[src/rtl/core/srtp_rw_pkg.sv]
package srtp_rw_pkg;

  localparam int SeqW        = 16;
  localparam int RocW        = 32;
  localparam int IndexW      = RocW + SeqW;
  localparam int DeltaW      = 18;
  localparam int HalfRange   = 32768;
  localparam int SeqSpan     = 65536;
  localparam int WindowSizeDefault = 64;

  localparam int CfgIdxW  = 2;
  localparam int CfgDataW = 32;

  // Configuration register indexes.
  localparam logic [CfgIdxW-1:0] RegSecurity = 2'd0;
  localparam logic [CfgIdxW-1:0] RegInitRoc  = 2'd1;
  localparam logic [CfgIdxW-1:0] RegInitSeq  = 2'd2;

  typedef struct packed {
    logic            action;
    logic [SeqW-1:0] sequence_number;
  } in_item_t;

  typedef struct packed {
    logic              accepted;
    logic [IndexW-1:0] packet_index;
    logic [RocW-1:0]   rollover_count;
  } out_item_t;

  // State loads requested by configuration writes.
  typedef struct packed {
    logic            roc_load;
    logic            seq_load;
    logic [RocW-1:0] roc;
    logic [SeqW-1:0] seq;
  } cfg_load_t;

  // Index estimate for the item in the work stage.
  typedef struct packed {
    logic                     advance;
    logic signed [DeltaW-1:0] delta;
    logic [RocW-1:0]          guess;
    logic [RocW-1:0]          roc_after;
  } est_t;

endpackage

[src/rtl/core/srtp_index_estimate_replay_window_unit.sv]
// SRTP packet index estimation with an anti-replay window.
//
// Input channel (in_valid/in_ready/in_item): one item per RTP packet, carrying
// the 16-bit sequence number and an action bit (0 checks only, 1 checks and
// commits the packet into the replay state). Output channel (out_valid/
// out_ready/out_item): one item per input item, in order, with the accept
// flag, the estimated 48-bit packet index and the rollover count after the step.
//
// An accepted item is registered into the work stage, worked on there, and
// its result is registered into the output register. The unit takes one
// item per cycle while the receiver keeps up; the rollover count, highest
// sequence and seen mask are read and updated in the work stage as the item
// moves on, so consecutive items always see each other's commits.
//
// When the receiver stalls, the result stays in the output register and the
// work stage holds its item; in_ready drops only once both are full.
// Reset clears both stages, the security flag, the rollover count, the highest
// sequence and the window. Configuration writes through cfg_we/cfg_index/
// cfg_data take effect at the edge and are expected only while the unit is idle.
module srtp_index_estimate_replay_window_unit import srtp_rw_pkg::*; #(
  parameter int WINDOW_SIZE = WindowSizeDefault
) (
  input  logic                clk,
  input  logic                rst,
  input  logic                in_valid,
  output logic                in_ready,
  input  in_item_t            in_item,
  output logic                out_valid,
  input  logic                out_ready,
  output out_item_t           out_item,
  input  logic                cfg_we,
  input  logic [CfgIdxW-1:0]  cfg_index,
  input  logic [CfgDataW-1:0] cfg_data
);

  logic      s1_valid;
  in_item_t  s1_item;
  logic      s1_fire;
  logic      commit;
  logic      security_enabled;
  logic      accepted;
  cfg_load_t load;
  est_t      est;

  // The work stage moves on whenever the output register is free or draining.
  assign s1_fire  = s1_valid && (!out_valid || out_ready);
  assign in_ready = !s1_valid || s1_fire;
  assign commit   = s1_fire && s1_item.action;

  // Register decode. A write to the starting roc also clears the window.
  always_comb begin
    load.roc_load = cfg_we && (cfg_index == RegInitRoc);
    load.seq_load = cfg_we && (cfg_index == RegInitSeq);
    load.roc      = cfg_data[RocW-1:0];
    load.seq      = cfg_data[SeqW-1:0];
  end

  always_ff @(posedge clk) begin
    if (rst) begin
      security_enabled <= 1'b0;
    end else if (cfg_we && (cfg_index == RegSecurity)) begin
      security_enabled <= cfg_data[0];
    end
  end

  // Input register.
  always_ff @(posedge clk) begin
    if (rst) begin
      s1_valid <= 1'b0;
    end else if (in_ready) begin
      s1_valid <= in_valid;
    end
  end

  always_ff @(posedge clk) begin
    if (in_valid && in_ready) begin
      s1_item <= in_item;
    end
  end

  srtp_rw_index u_index (
    .clk    (clk),
    .rst    (rst),
    .load   (load),
    .commit (commit),
    .seq    (s1_item.sequence_number),
    .est    (est)
  );

  srtp_rw_window #(
    .WINDOW_SIZE (WINDOW_SIZE)
  ) u_window (
    .clk              (clk),
    .rst              (rst),
    .clear            (load.roc_load),
    .security_enabled (security_enabled),
    .commit           (commit),
    .est              (est),
    .accepted         (accepted)
  );

  // Output register.
  always_ff @(posedge clk) begin
    if (rst) begin
      out_valid <= 1'b0;
    end else if (s1_fire) begin
      out_valid <= 1'b1;
    end else if (out_ready) begin
      out_valid <= 1'b0;
    end
  end

  always_ff @(posedge clk) begin
    if (s1_fire) begin
      out_item.accepted       <= accepted;
      out_item.packet_index   <= {est.guess, s1_item.sequence_number};
      out_item.rollover_count <= est.roc_after;
    end
  end

  a_open_accept: assert property (@(posedge clk) disable iff (rst)
    (s1_fire && !security_enabled) |=> out_item.accepted)
    else $error("item rejected with security off");

  a_index_low: assert property (@(posedge clk) disable iff (rst)
    s1_fire |=> out_item.packet_index[SeqW-1:0] == $past(s1_item.sequence_number))
    else $error("packet index low half differs from the sequence number");

  a_stage_hold: assert property (@(posedge clk) disable iff (rst)
    (s1_valid && !s1_fire) |=> s1_valid && $stable(s1_item))
    else $error("work stage lost a stalled item");

endmodule

[src/rtl/core/srtp_rw_index.sv]
module srtp_rw_index import srtp_rw_pkg::*; (
  input  logic            clk,
  input  logic            rst,
  input  cfg_load_t       load,
  input  logic            commit,
  input  logic [SeqW-1:0] seq,
  output est_t            est
);

  logic [RocW-1:0]          stored_roc;
  logic [SeqW-1:0]          highest_seq;
  logic signed [DeltaW-1:0] diff;
  logic                     dec;
  logic                     inc;

  // Half-range test picks roc-1, roc or roc+1.
  always_comb begin
    diff = $signed({2'b00, seq}) - $signed({2'b00, highest_seq});
    dec  = !highest_seq[SeqW-1] && (diff > DeltaW'(HalfRange));
    inc  = highest_seq[SeqW-1] && ({1'b0, highest_seq[SeqW-2:0]} > seq);
    est.guess = stored_roc;
    est.delta = diff;
    if (dec) begin
      est.guess = stored_roc - RocW'(1);
      est.delta = diff - DeltaW'(SeqSpan);
    end else if (inc) begin
      est.guess = stored_roc + RocW'(1);
      est.delta = diff + DeltaW'(SeqSpan);
    end
    est.advance   = est.delta > DeltaW'(0);
    est.roc_after = (commit && est.advance) ? est.guess : stored_roc;
  end

  always_ff @(posedge clk) begin
    if (rst) begin
      stored_roc  <= '0;
      highest_seq <= '0;
    end else begin
      if (load.roc_load) begin
        stored_roc <= load.roc;
      end else if (commit && est.advance) begin
        stored_roc <= est.guess;
      end
      if (load.seq_load) begin
        highest_seq <= load.seq;
      end else if (commit && est.advance) begin
        highest_seq <= seq;
      end
    end
  end

  a_seq_advance: assert property (@(posedge clk) disable iff (rst)
    (commit && est.advance && !load.seq_load) |=> highest_seq == $past(seq))
    else $error("highest sequence did not follow a forward commit");

endmodule

[src/rtl/core/srtp_rw_window.sv]
module srtp_rw_window import srtp_rw_pkg::*; #(
  parameter int WINDOW_SIZE = WindowSizeDefault
) (
  input  logic clk,
  input  logic rst,
  input  logic clear,
  input  logic security_enabled,
  input  logic commit,
  input  est_t est,
  output logic accepted
);

  localparam int IdxW = (WINDOW_SIZE > 1) ? $clog2(WINDOW_SIZE) : 1;

  logic [WINDOW_SIZE-1:0] seen_mask;
  logic [WINDOW_SIZE-1:0] seen_mask_next;
  logic [DeltaW-1:0]      back;
  logic                   in_win;
  logic                   far_ahead;
  logic [IdxW-1:0]        bit_idx;
  logic [IdxW-1:0]        shift;

  always_comb begin
    back      = DeltaW'(-est.delta);
    in_win    = !est.advance && (back < DeltaW'(WINDOW_SIZE));
    far_ahead = est.delta >= DeltaW'(WINDOW_SIZE);
    bit_idx   = back[IdxW-1:0];
    shift     = est.delta[IdxW-1:0];
    accepted  = !security_enabled || est.advance || (in_win && !seen_mask[bit_idx]);

    seen_mask_next = seen_mask;
    if (clear) begin
      seen_mask_next = '0;
    end else if (commit) begin
      if (est.advance) begin
        seen_mask_next = (far_ahead ? '0 : (seen_mask << shift)) | WINDOW_SIZE'(1);
      end else if (in_win) begin
        seen_mask_next = seen_mask | (WINDOW_SIZE'(1) << bit_idx);
      end
    end
  end

  always_ff @(posedge clk) begin
    if (rst) begin
      seen_mask <= '0;
    end else begin
      seen_mask <= seen_mask_next;
    end
  end

  a_newest_marked: assert property (@(posedge clk) disable iff (rst)
    (commit && est.advance && !clear) |=> seen_mask[0])
    else $error("newest packet not marked in the window");

endmodule

[config.mk]
export PLATFORM = sky130hd
export DESIGN_NAME = srtp_index_estimate_replay_window_unit
export DESIGN_NICKNAME = d
export VERILOG_FILES = /design/src/rtl/core/srtp_rw_pkg.sv /design/src/rtl/core/srtp_index_estimate_replay_window_unit.sv /design/src/rtl/core/srtp_rw_index.sv /design/src/rtl/core/srtp_rw_window.sv
export SDC_FILE = /design/constraint.sdc
export NUM_CORES = 1
export LEC_CHECK = 0
export BUFFER_PORTS_ARGS = -buffer_cell sky130_fd_sc_hd__buf_2
export CAP_MARGIN = 25
export CORE_MARGIN = 1
export CORE_UTILIZATION = 45
export DETAILED_ROUTE_END_ITERATION = 10
export HOLD_SLACK_MARGIN = 0.12
export PLACE_DENSITY = 0.62
export SYNTH_ARGS = -nofsm -noshare
export SYNTH_HDL_FRONTEND = slang
export SYNTH_HIERARCHICAL = 1
export SYNTH_SLANG_ARGS = --single-unit
[constraint.sdc]
create_clock -name clk -period 6.8 [get_ports clk]
set_input_delay 1.36 -clock clk [delete_from_list [all_inputs] [get_ports clk]]
set_output_delay 1.36 -clock clk [all_outputs]
set_load 0.01 [all_outputs]
==> summary.txt <==
Place
  – Post-DP Area: 0.01702 sq mm
  – Routability Congestion: 0.9846
  – IO buf count: 138
  – HPWL after DPL: 45.53 mm
  – Inst Count DP: 2213

Cells and area
  – Final std cells w/o fill: 2262
  – Area Growth Syn to Fin: 12.57%
  – Nets: 1884
  – Layout cells sized above 1: 0.2125
  – Post-route cell area: 0.01794 sq mm
  – Commonest cells after routing, fill and taps aside: 146 x nand2_1, 138 x buf_2, 116 x nor2_1
  – Antenna cells: 0
  – Commonest non-fill, non-tap cell in the layout: nand2_1
  – Post-layout util: 0.5169

Global route
  – Antenna violations before repair: 0
  – Pin count of the biggest net entering global routing: 59
  – Vias in the first global route: 14.61k
  – Grt total ovfl: 0
  – Tot GR Track Use: 0.3448
  – First-pass GRT wire length: 93.98 mm

Setup path
  – Crit Path Max Fanout: 17
  – CP Launch Type: flip-flop
  – Element type at the critical path end: flip-flop
  – Reg-to-Reg Start: s1_item[12]$_DFFE_PP_
  – Worst r2r path cells: 19
  – CP Data Required Time: 7.29 ns
  – FF-to-FF End: u_window/seen_mask[63]$_SDFFE_PP0P_
  – Reg2Reg Setup Slack: 0.58 ns
  – Setup CP Type: reg2reg
  – CP arrival: 6.71 ns

Clocking
  – Worst skew pair latency: 0.57 ns
  – Buffer depth of the longest clock path: 3
  – Setup bufs post-CTS: 0
  – CTS buffer count: 26
  – Htree depth: 1
  – Clk sinks: 213
  – CTS tree: yes
  – Clock slew at reported path FFs: 0.06 ns
  – Hold bufs inserted after CTS: 0
  – CTS Root Cell: clkbuf_16
  – Post-CTS resize count: 0

Detailed routing
  – WL per Instance: 27.68 um
  – Remaining antenna violation count: 0
  – DR pass1 iterations: 6
  – Vias post-DR: 15.16k
  – Vias/cell: 6.702
  – DRC: 0
  – WL final: 62.61 mm
  – DRT iter0 DRCs: 1756

Logic synthesis
  – Post-synth EDFFs: 98
  – Mean Syn Cell Area: 9.267 sq um
  – Post-synthesis sequential area ratio: 0.3291
  – Yosys warnings: 6
  – Asr flop ratio synth: 0
  – Top post-synthesis cells by area: edfxtp_1 18%, dfxtp_1 14%, mux4_2 9.5%, mux2i_1 3.6%, nand2_1 3.4%
  – Post-synth top area cell: edfxtp_1
  – Synth top area share: 0.1846
  – Cells after Synth: 1720
  – Syn Nets: 1817
  – Synth cell types: 99
  – Flops & latches, synth: 213
  – Synth Flop Type: dfxtp_1
  – Cell Area, Synth: 0.01594 sq mm

STA
  – Setup_tns: 0 ns
  – Final setup skew: 0.02335 ns
  – Final Max Slew Viols: 0
  – Min Hold Slack: 0.5159 ns
  – Final hold violations: 0
  – Final Setup Violations: 0
  – Slew margin rel.: 0.2568
  – RSZ-0062 raised after global routing: no
  – Final min period: 6.217 ns
  – Worst-margin pin slew: 1.084 ns
  – Maximum clock frequency: 0.1609 GHz
  – Final cycle utilization of the critical path: 0.9142

Pwr
  – Clock power frac: 0.340
  – Pwr Density: 245.4 mW/mm^2
  – Switching Fraction: 0.3703
  – Net Sw Power: 1631 uW
  – Comb power frac: 0.329
  – Reg power frac: 0.331
  – Cell-internal power: 2773 uW
  – Worst IR Drop VDD: 170.0 uV
  – Leakage: 0.006953 uW

Min path
  – Hold path start: u_index/highest_seq[9]$_SDFFE_PP0P_
  – Worst Hold Endpoint: u_index/highest_seq[9]$_SDFFE_PP0P_
  – Hold Path Cell Cnt: 2
  – Worst hold path class: reg2reg

Die
  – Height of the die: 190.2 um
  – Die Width: 190.2 um
  – Ports: 139
  – Core area: 0.03471 sq mm
  – DIE AREA: 0.03618 sq mm
  – FP Rows: 68
  – Initial Util: 0.4592

Status
  – Outcome: completed

Run
  – Number of max-cap violations: 0
## logic make-up after synthesis
| family | Yosys count | synth area share |
|---|---|---|
| adders and majority gates | 41 | 0.03266 |
| and+or+nand+nor | 511 | 0.1655 |
| AOI/OAI and AO/OA | 515 | 0.2295 |
| muxes | 166 | 0.1601 |
| DFF | 213 | 0.3291 |
| xor gates and xnor gates | 50 | 0.02747 |
| buffers and inverters | 224 | 0.05573 |
## how the worst max path moves through the flow
stage	start	end	slack, ns	cells past startpoint
2_1_floorplan	s1_item[2]$_DFFE_PP_	u_window/seen_mask[51]$_SDFFE_PP0P_	1.68	21
3_3_place_gp	s1_item[12]$_DFFE_PP_	u_window/seen_mask[41]$_SDFFE_PP0P_	0.87	18
3_5_place_dp	s1_item[12]$_DFFE_PP_	u_window/seen_mask[41]$_SDFFE_PP0P_	0.80	18
4_1_cts	s1_item[12]$_DFFE_PP_	u_window/seen_mask[41]$_SDFFE_PP0P_	0.79	18
5_1_grt	s1_item[12]$_DFFE_PP_	u_window/seen_mask[62]$_SDFFE_PP0P_	0.21	19
6_report	s1_item[12]$_DFFE_PP_	u_window/seen_mask[63]$_SDFFE_PP0P_	0.58	19
## sequential cells by signal (all words and copies together) (netlist names)
name	flops
u_index/highest_seq	16
u_index/stored_roc	32
security_enabled	1
s1_valid	1
s1_item	17
u_window/seen_mask	64
out_valid	1
out_item	81
## metal layers
metal  share of wire  GRT usage  up-vias
met1            0.40     0.4410     7380
li1                -          -     6744
met3           0.077    0.05313      189
met2            0.47     0.5679      846
met5               0          0        -
met4           0.053     0.1680        0
## worst max-delay path, stage by stage, from the launching register on
cell and delay (ns):
edfxtp_1 0.39, inv_1 0.07, ha_1 0.52, nand3_1 0.21, or3_1 0.42, a211oi_1 0.33
o31a_1 0.31, inv_1 0.16, ha_1 0.31, nand2b_1 0.31, nor2_1 0.07, nor2_1 0.10
buf_4 0.24, or3b_2 0.47, o41ai_2 0.57, nand3_1 0.86, o22ai_1 0.45, a21oi_1 0.07
o211ai_1 0.13, o211a_1 0.16
## synth_stat cells, types with 8 or more instances
| library cell | n |
|---|---|
| a31oi_1 | 32 |
| nor2b_1 | 17 |
| a22oi_1 | 15 |
| o211a_1 | 8 |
| a221oi_1 | 21 |
| nand4_1 | 13 |
| dfxtp_1 | 115 |
| clkbuf_1 | 96 |
| ha_1 | 40 |
| o221ai_1 | 12 |
| and3_1 | 15 |
| o31ai_1 | 12 |
| or3_1 | 35 |
| xnor2_1 | 23 |
| a211oi_1 | 18 |
| a311oi_1 | 17 |
| nand2b_1 | 18 |
| edfxtp_1 | 98 |
| o21ai_0 | 100 |
| o22ai_1 | 41 |
| nand2_1 | 146 |
| nand3_1 | 27 |
| nor2_1 | 118 |
| a21o_1 | 10 |
| o211ai_1 | 17 |
| a21oi_1 | 73 |
| o221a_2 | 8 |
| xor2_1 | 27 |
| or2_2 | 16 |
| mux2_2 | 42 |
| mux4_2 | 67 |
| o32ai_1 | 10 |
| mux2i_1 | 57 |
| o31a_1 | 17 |
| buf_1 | 14 |
| nor3_1 | 28 |
| and2_1 | 12 |
| o21a_1 | 13 |
| nor4_1 | 12 |
| buf_2 | 22 |
| inv_1 | 85 |
| a22o_1 | 20 |
## area by class of cell
class                           instances  area [sq um]
Clock inverter                         14         206.4
Multi-Input combinational cell       1283          9847
Clock buffer                           34         700.7
Sequential cell                       213          5245
Fill cell                            3317         16770
Tap cell                              455         569.3
Inverter                               88         332.8
Timing Repair Buffer                  175          1041
## power by group through the flow
stage / combinational (uW) / clock, uW / sequential [uW]
3_5_place_dp: 1400 / 0 / 1480
4_1_cts: 1410 / 1520 / 1460
3_3_place_gp: 1400 / 0 / 1480
5_1_grt: 1520 / 1560 / 1470
6_report: 1450 / 1500 / 1460
2_1_floorplan: 917 / 0 / 1480
## metrics by stage
| stage | setup WS [ns] | power, uW |
|---|---|---|
| global placement | 0.8714 | 2887 |
| finish | 0.5832 | 4403 |
| CTS | 0.7899 | 4380 |
| global route | 0.2090 | 4552 |
| detailed placement | 0.7972 | 2884 |
| floorplan | 1.684 | 2398 |
Note: power is estimated with default switching activity, not from simulation.
